File: src/rtl/cdv_pkg.sv
// Shared types and constants for the contour disc volume block.
package cdv_pkg;

  localparam int COORD_W = 10;
  localparam int SCALE_W = 32;
  localparam int HALF_W  = 16;
  localparam int VOL_W   = 56;
  localparam int IN_DATA_W = 24;

  // One column of the store: seen flag plus row extent.
  typedef struct packed {
    logic               seen;
    logic [COORD_W-1:0] top;
    logic [COORD_W-1:0] bottom;
  } col_entry_t;

  typedef struct packed {
    logic pt;    // merge a point into its column
    logic walk;  // read a column for the walk and clear it
  } store_op_t;

  typedef struct packed {
    logic clear_busy;
    logic walk_busy;
  } store_stat_t;

  typedef struct packed {
    logic clr;     // start a new sum
    logic mul_lo;  // sum times low half of scale
    logic mul_hi;  // sum times high half of scale
    logic add;     // combine partial products
  } calc_ctrl_t;

endpackage

File: src/rtl/cdv_volume_calc.sv
// Diameter clamp, sum of squares, split scale multiply and saturation.
module cdv_volume_calc #(
  parameter int IMAGE_WIDTH    = 1024,
  parameter int DIAMETER_LIMIT = 100
) (
  input  logic                        clk,
  input  logic                        rst_n,
  input  cdv_pkg::calc_ctrl_t         ctrl,
  input  logic [cdv_pkg::SCALE_W-1:0] scale,
  input  logic                        walk_vld,
  input  cdv_pkg::col_entry_t         walk_entry,
  output logic                        busy,
  output logic [cdv_pkg::VOL_W-1:0]   volume,
  output logic                        overflow
);

  localparam int DIAM_W = (DIAMETER_LIMIT > 2) ? $clog2(DIAMETER_LIMIT) : 1;
  localparam longint unsigned SUM_MAX =
    longint'(IMAGE_WIDTH) * longint'(DIAMETER_LIMIT - 1) * longint'(DIAMETER_LIMIT - 1);
  localparam int SUM_W  = $clog2(SUM_MAX + 1);
  localparam int PROD_W = SUM_W + cdv_pkg::HALF_W;
  localparam int ACC_W  = (SUM_W + cdv_pkg::SCALE_W > cdv_pkg::VOL_W + 1) ?
                          SUM_W + cdv_pkg::SCALE_W : cdv_pkg::VOL_W + 1;
  localparam int SPAN_W = cdv_pkg::COORD_W + 1;

  logic [SPAN_W-1:0] span;
  logic [SPAN_W-1:0] dia_raw;
  logic              dia_ok;
  logic              dia_big;

  logic              dia_vld_r;
  logic [DIAM_W-1:0] dia_r;
  logic              dia_ovf_r;

  logic [SUM_W-1:0]    sum_r;
  logic                ovf_r;
  logic [2*DIAM_W-1:0] sq;

  logic [cdv_pkg::HALF_W-1:0] mul_b;
  logic [PROD_W-1:0]          prod;
  logic [PROD_W-1:0]          p_lo_r;
  logic [PROD_W-1:0]          p_hi_r;
  logic [ACC_W-1:0]           full_r;

  assign span    = SPAN_W'(walk_entry.bottom) - SPAN_W'(walk_entry.top);
  // diameter is bottom - top - 1; only one or more counts
  assign dia_ok  = walk_entry.seen && !span[SPAN_W-1] && span >= SPAN_W'(2);
  assign dia_raw = span - SPAN_W'(1);
  assign dia_big = dia_raw >= SPAN_W'(DIAMETER_LIMIT);

  assign sq = dia_r * dia_r;

  assign mul_b = ctrl.mul_hi ? scale[cdv_pkg::SCALE_W-1:cdv_pkg::HALF_W]
                             : scale[cdv_pkg::HALF_W-1:0];
  assign prod  = PROD_W'(sum_r) * PROD_W'(mul_b);

  always_ff @(posedge clk) begin
    if (!rst_n) begin
      dia_vld_r <= 1'b0;
      dia_ovf_r <= 1'b0;
      sum_r     <= '0;
      ovf_r     <= 1'b0;
    end else begin
      dia_vld_r <= walk_vld;
      dia_ovf_r <= walk_vld && dia_ok && dia_big;
      if (ctrl.clr) begin
        sum_r <= '0;
        ovf_r <= 1'b0;
      end else if (dia_vld_r) begin
        sum_r <= sum_r + SUM_W'(sq);
        ovf_r <= ovf_r | dia_ovf_r;
      end
    end
  end

  always_ff @(posedge clk) begin
    if (!dia_ok) begin
      dia_r <= '0;
    end else if (dia_big) begin
      dia_r <= DIAM_W'(DIAMETER_LIMIT - 1);
    end else begin
      dia_r <= DIAM_W'(dia_raw);
    end
    if (ctrl.mul_lo) begin
      p_lo_r <= prod;
    end
    if (ctrl.mul_hi) begin
      p_hi_r <= prod;
    end
    if (ctrl.add) begin
      full_r <= (ACC_W'(p_hi_r) << cdv_pkg::HALF_W) + ACC_W'(p_lo_r);
    end
  end

  assign busy     = dia_vld_r;
  assign volume   = (|full_r[ACC_W-1:cdv_pkg::VOL_W]) ? '1 : full_r[cdv_pkg::VOL_W-1:0];
  assign overflow = ovf_r;

endmodule

File: config.mk
export PLATFORM = sky130hd
export DESIGN_NAME = cdv_volume_calc
export DESIGN_NICKNAME = d
export VERILOG_FILES = /design/src/rtl/cdv_pkg.sv /design/src/rtl/cdv_volume_calc.sv
export SDC_FILE = /design/constraint.sdc
export NUM_CORES = 1
export LEC_CHECK = 0
export ABC_AREA = 1
export BUFFER_PORTS_ARGS = -buffer_cell sky130_fd_sc_hd__buf_2
export CAP_MARGIN = 40
export CORE_UTILIZATION = 55
export CTS_CLUSTER_DIAMETER = 150
export DETAILED_ROUTE_END_ITERATION = 10
export PLACE_DENSITY = 0.73
export SLEW_MARGIN = 20
export SYNTH_ARGS = -nofsm -noshare
export SYNTH_HDL_FRONTEND = slang
export SYNTH_SLANG_ARGS = --single-unit
File: constraint.sdc
create_clock -name clk -period 11.9 [get_ports clk]
set_clock_uncertainty 0.05 [all_clocks]
set_input_delay 0 -clock clk [delete_from_list [all_inputs] [get_ports clk]]
set_output_delay 0 -clock clk [all_outputs]
set_load 0.01 [all_outputs]
# Word-level counts from Yosys, hierarchy flattened
# Index checks and enable logic that the tools add are counted.
dict set report classes {
  shift 0
  n_mux 3
  bitwise 3
  n_addsub 4
  reduce_logical 7
  div 0
  mul 2
  n_eq_ne 0
  n_lt_le_gt_ge 2
}
# op n
set ops {}
lappend ops {{adder 56 x 40 -> 57 bit} 1}
lappend ops {{2-to-1 mux 56 bit} 1}
lappend ops {{multiplier 24 x 16 -> 40 bit} 1}
lappend ops {{adder 24 x 14 -> 24 bit} 1}
lappend ops {{2-to-1 mux 16 bit} 1}
lappend ops {{multiplier 7 x 7 -> 14 bit} 1}
lappend ops {{>= comparator 11 x 2 -> 1 bit, second input constant} 1}
lappend ops {{>= comparator 11 x 7 -> 1 bit, second input constant} 1}
lappend ops {{subtractor 10 x 10 -> 11 bit} 1}
lappend ops {{subtractor 11 x 1 -> 11 bit, second input constant} 1}
lappend ops {{2-to-1 mux 7 bit} 1}
lappend ops {{logical AND 1 bit} 4}
lappend ops {{OR reduction 2 bit} 2}
lappend ops {{NOT 1 bit} 2}
lappend ops {{zero test 1 bit} 1}
lappend ops {{OR 1 bit} 1}
dict set report totals {
  mem_count 0
  register_bits 171
  mem_bits_ro 0
  word_cells 30
  latch_bits 0
  mem_bits_rw 0
  input_bits 60
  output_inout_bits 58
}

# Depth between registers and ports, before layout
dict set report depth {
  depth_word 6
  depth_mapped 31
  depth_no_buf 29
}

# Worst setup path before layout
# OpenSTA, ideal clock, no wires.
dict set report synth_timing {
  kind {in2reg}
  from {input port ctrl[1] in the netlist's numbering}
  to {register p_hi_r[24] (data pin)}
  setup_ns 0.257
  slack_ns 6.195
  required_time_ns 11.593
  stages 28
  t_arrival_ns 5.399
  n_path_buf 1
  cell_sequence {inv_1 > or2_2 > nand2_1 > inv_1 > clkbuf_1 > nand2_1 > fa_1 > inv_1 > fa_1 > inv_1 > fa_1 > inv_1 > fa_1 > fa_1 > inv_1 > fa_1 > inv_1 > ha_1 > a21oi_1 > o21ai_0 > nand2_1 > nand2_1 > or2_1 > a21o_1 > nand2_1 > nand2_1 > nand2_1 > nand2_1}
}
dict set report synth_between {
  elab_chain_len 2
}
# element line_no
set synth_lines {}
lappend synth_lines {{start, declared} cdv_volume_calc.sv:8} ;# input cdv_pkg::calc_ctrl_t ctrl,
lappend synth_lines {{2-to-1 mux 16 bit} cdv_volume_calc.sv:53} ;# assign mul_b = ctrl.mul_hi ? scale[cdv_pkg::SCALE_W-1:cdv_pkg::HALF_W]
lappend synth_lines {{multiplier 24 x 16 -> 40 bit} cdv_volume_calc.sv:55} ;# assign prod = PROD_W'(sum_r) * PROD_W'(mul_b);
lappend synth_lines {{named net prod[24]} cdv_volume_calc.sv:40} ;# logic [PROD_W-1:0] prod;
lappend synth_lines {{end signal, assigned} cdv_volume_calc.sv:88} ;# p_hi_r <= prod;
lappend synth_lines {{end, declared} cdv_volume_calc.sv:42} ;# logic [PROD_W-1:0] p_hi_r;
# The timed path passes the listed nets, and every way through them passes these cells.
# A chain may end at the register's enable or synchronous reset.

# Worst setup path in the final report
dict set report layout_timing {
  from {input port ctrl[1] in the netlist's numbering}
  to {register p_hi_r[39] (data pin)}
}
# Same word-level chain as after synthesis.

==> flow_metrics.py <==
metrics = {
    "route": {
        "vias": 18400,
        "ant_nets": 0,
        "routed_wl_mm": 64.2,
        "dr.pass1.iters": 6,
        "wl_per_cell_um": 19.3,
        "first_iter_violations": 1453,
        "drc": 0,
        "vias_per_cell": 5.52,
    },
    "global_route": {
        "grt_usage_pct": 32.3,
        "grt_pass1_vias": 18900,
        "grt_pass1_wl_mm": 102,
        "gr-total-overflow": 0,
        "antenna_found_initial": 0,
        "grt_max_degree": 58,
    },
    "power": {
        "peakVddDrop_mv": 0.107,
        "power.density_nw_per_um2": 86.1,
        "leakage_nw": 12.2,
    },
    "worst_setup_path": {
        "r2r_end": "p_hi_r[39]$_DFFE_PP_",
        "crit_path_frequent_cell": "fa_1",
        "slowest_stage": "inv_1",
        "cp_cell_sequence": "buf_2, buf_4, or2_2, nand2_1, inv_1, nand2_1, fa_1, inv_1, fa_1, fa_1, fa_1, fa_1, inv_1, fa_1, inv_1, ha_1, nand2_1, nor2_1, nand2_1, nor3_1, nand3_1, nand3_1, xor2_1",
        "reg2reg_from": "sum_r[21]$_SDFFE_PP0P_",
        "crit_arrival_ps": 7420,
        "endpoint_kind": "flop",
        "start_kind": "input pin",
        "critical_path.max_fanout": 56,
        "critical_path_class": "in2reg",
        "cp.required_ps": 12150,
        "reg2regPathDepth": 20,
        "r2r_slack_ps": 4830,
        "max_stage_delay_ps": 610,
    },
    "placed_design": {
        "port_buffers": 117,
        "place_hpwl_mm": 53.0,
        "place_area_sq_um": 23900,
        "gp_congestion": 0.974,
    },
    "die": {
        "rows": 74,
        "io_pins": 118,
        "die_y_um": 206,
        "core-area_sq_um": 40900,
        "die-area_sq_um": 42400,
        "die_w_um": 206,
        "initial_core_util_pct": 55.9,
    },
    "worst_hold_path": {
        "holdPathEnd": "dia_r[0]$_SDFF_PN0_",
        "min_path_type": "in2reg",
        "hold_depth": 6,
        "min_from": "walk_entry[10]",
    },
    "layout": {
        "multiInputGateArea_sq_um": 15600,
        "fin_nets": 3359,
        "design_area_sq_um": 24600,
        "ff_latch_area_sq_um": 4790,
        "syn_to_final_growth_pct": 7.66,
        "drive_gt1_share_pct": 11.1,
        "fill_cells": 3630,
    },
    "logic_synthesis": {
        "synth_area_sq_um": 22900,
        "synthSimpleGateAreaFrac_pct": 19.0,
        "synthTopCellsByCount": "inv_1, nand2_1, fa_1, nor2_1, ha_1",
        "yosys-top-cells-area": "fa_1, edfxtp_1, ha_1, inv_1, nand2_1",
        "synth-compound-area-share_pct": 6.26,
        "synthMuxAreaShare_pct": 0.0492,
        "synth_top_family_by_area": "adder cells",
        "synth_fa_ha_area_share_pct": 39.3,
        "async_reset_ff_share_pct": 0,
        "avgSynthCellArea_sq_um": 8.48,
        "synth_warnings": 0,
        "synth_largest_area_cell": "fa_1",
        "ys_ff_latch": 171,
        "synth-xor-area-share_pct": 3.37,
        "synth_most_common_cell": "inv_1",
        "synthCells": 2698,
        "synth.top_cell.area_share_pct": 29.3,
        "synth_edf_count": 137,
        "seq_area_frac_synth_pct": 21.0,
        "synth_cell_types": 51,
        "synth_top_flop_cell": "edfxtp_1",
        "synth_nets": 3276,
    },
    "clock_network": {
        "cts_setup_buffers": 0,
        "ctsLongestPathBuffers": 2,
        "clock-sinks": 171,
        "cts_tree": "built",
        "cts_root_buf": "clkbuf_16",
        "clock_latency_ps": 490,
        "htreeDepth": 4,
        "clkTransAtPathRegs_ps": 70,
        "cts_made_buffers": 17,
    },
    "flow_run": {
        "drv_cap": 0,
    },
    "timing": {
        "finalHoldViolations": 0,
        "worstMarginPinSlew_ps": 879,
        "tns_ps": 0,
        "grt_setup_unrepaired": "false",
        "maxSlewHeadroom_pct": 41.3,
        "period_needed_ps": 7170,
        "max_freq_mhz": 139,
        "slew_violations": 0,
        "post-route-period-util_pct": 60.3,
        "finalSetupViolCount": 0,
    },
    "outcome": {
        "status": "finished clean",
    },
}
[layout make-up]
class	instances	area share [%]
diodes	1	0.0102
clock buffers	18	1.74
clock inverters	14	0.640
inverters	598	9.11
multi-input cells	1857	63.1
flip-flops and latches	171	19.5
well taps	532	2.70
repair buffers	136	3.20
[per-layer routing]
layer | GRT usage [%] | share of wire, %
met5 | 0 | 0
met4 | 14.8 | 4.6
met3 | 8.04 | 9.8
met2 | 51.2 | 45
met1 | 41.8 | 40
[metrics by stage]
stage	total power, mW	setup WS, ps	util (%)	std cells	hold WS, ps
after floorplan	1.32	6190	-	2698	62.5
after global placement	1.53	4340	58.4	3281	170
after detailed placement	1.55	4290	58.4	3283	217
after CTS	2.13	4770	60.0	3321	74.4
after global routing	2.25	4500	60.2	3326	129
final	2.12	4730	60.2	3327	102
[flip-flops by register name (all words and copies together) (netlist names)]
signal	cells
sum_r	24
busy	1
dia_ovf_r	1
full_r	57
p_hi_r	40
dia_r	7
p_lo_r	40
overflow	1
[cells by family (layout without fill, tap and decap cells)]
family / Yosys count / after routing
AND/OR/NAND/NOR: 1003 / 1003
flip-flops: 171 / 171
AO/OA/AOI/OAI: 247 / 247
XOR/XNOR: 88 / 88
other: 0 / 1
multiplexers: 1 / 1
adder cells (fa/ha/maj): 518 / 518
buffers and inverters: 670 / 766
[cells in the final DEF (no fill, tap or decap), drive strengths merged, types with 11 or more instances in the layout]
cell type / synthesis / layout
a21oi: 117 / 117
xor2: 64 / 64
nand4: 21 / 21
ha: 183 / 183
buf: 6 / 129
inv: 588 / 593
o21bai: 12 / 12
edfxtp: 137 / 137
o21ai: 73 / 73
dfxtp: 34 / 34
clkbuf: 66 / 18
or2: 91 / 91
nand2: 531 / 531
xnor2: 24 / 24
nor3: 12 / 12
nand3: 67 / 67
a21o: 11 / 11
fa: 335 / 335
a31oi: 14 / 14
clkinv: 10 / 15
nor2: 271 / 271
[power breakdown]
group          leakage (nW)  internal [mW]  switching [mW]  total [mW]
combinational          10.3          0.269           0.474       0.743
clock                 0.276          0.296           0.276       0.572
sequential             1.67          0.759          0.0473       0.806
[timing repair]
action                     in CTS  in global routing
hold buffers                    6                  1
hold endpoints to repair       21                 10
gates resized for setup         0                  0
setup endpoints to repair       0                  0
[worst max-delay path by stage]
stage	endpoint	start	depth (start not counted)
after CTS	p_hi_r[39]$_DFFE_PP_	ctrl[1]	23
after floorplan	p_hi_r[24]$_DFFE_PP_	ctrl[1]	28
after global placement	p_lo_r[39]$_DFFE_PP_	ctrl[1]	23
after global routing	p_hi_r[39]$_DFFE_PP_	ctrl[1]	23
final	p_hi_r[39]$_DFFE_PP_	ctrl[1]	23
after detailed placement	p_hi_r[39]$_DFFE_PP_	ctrl[1]	23
[critical path, delay by kind of cell]
kind | cells | cell delay, ps
adder cells (fa/ha/maj) | 7 | 3540
AND/OR/NAND/NOR | 9 | 2180
buffers and inverters | 6 | 1390
XOR/XNOR | 1 | 220
Note: power is estimated with default switching activity, not from simulation.
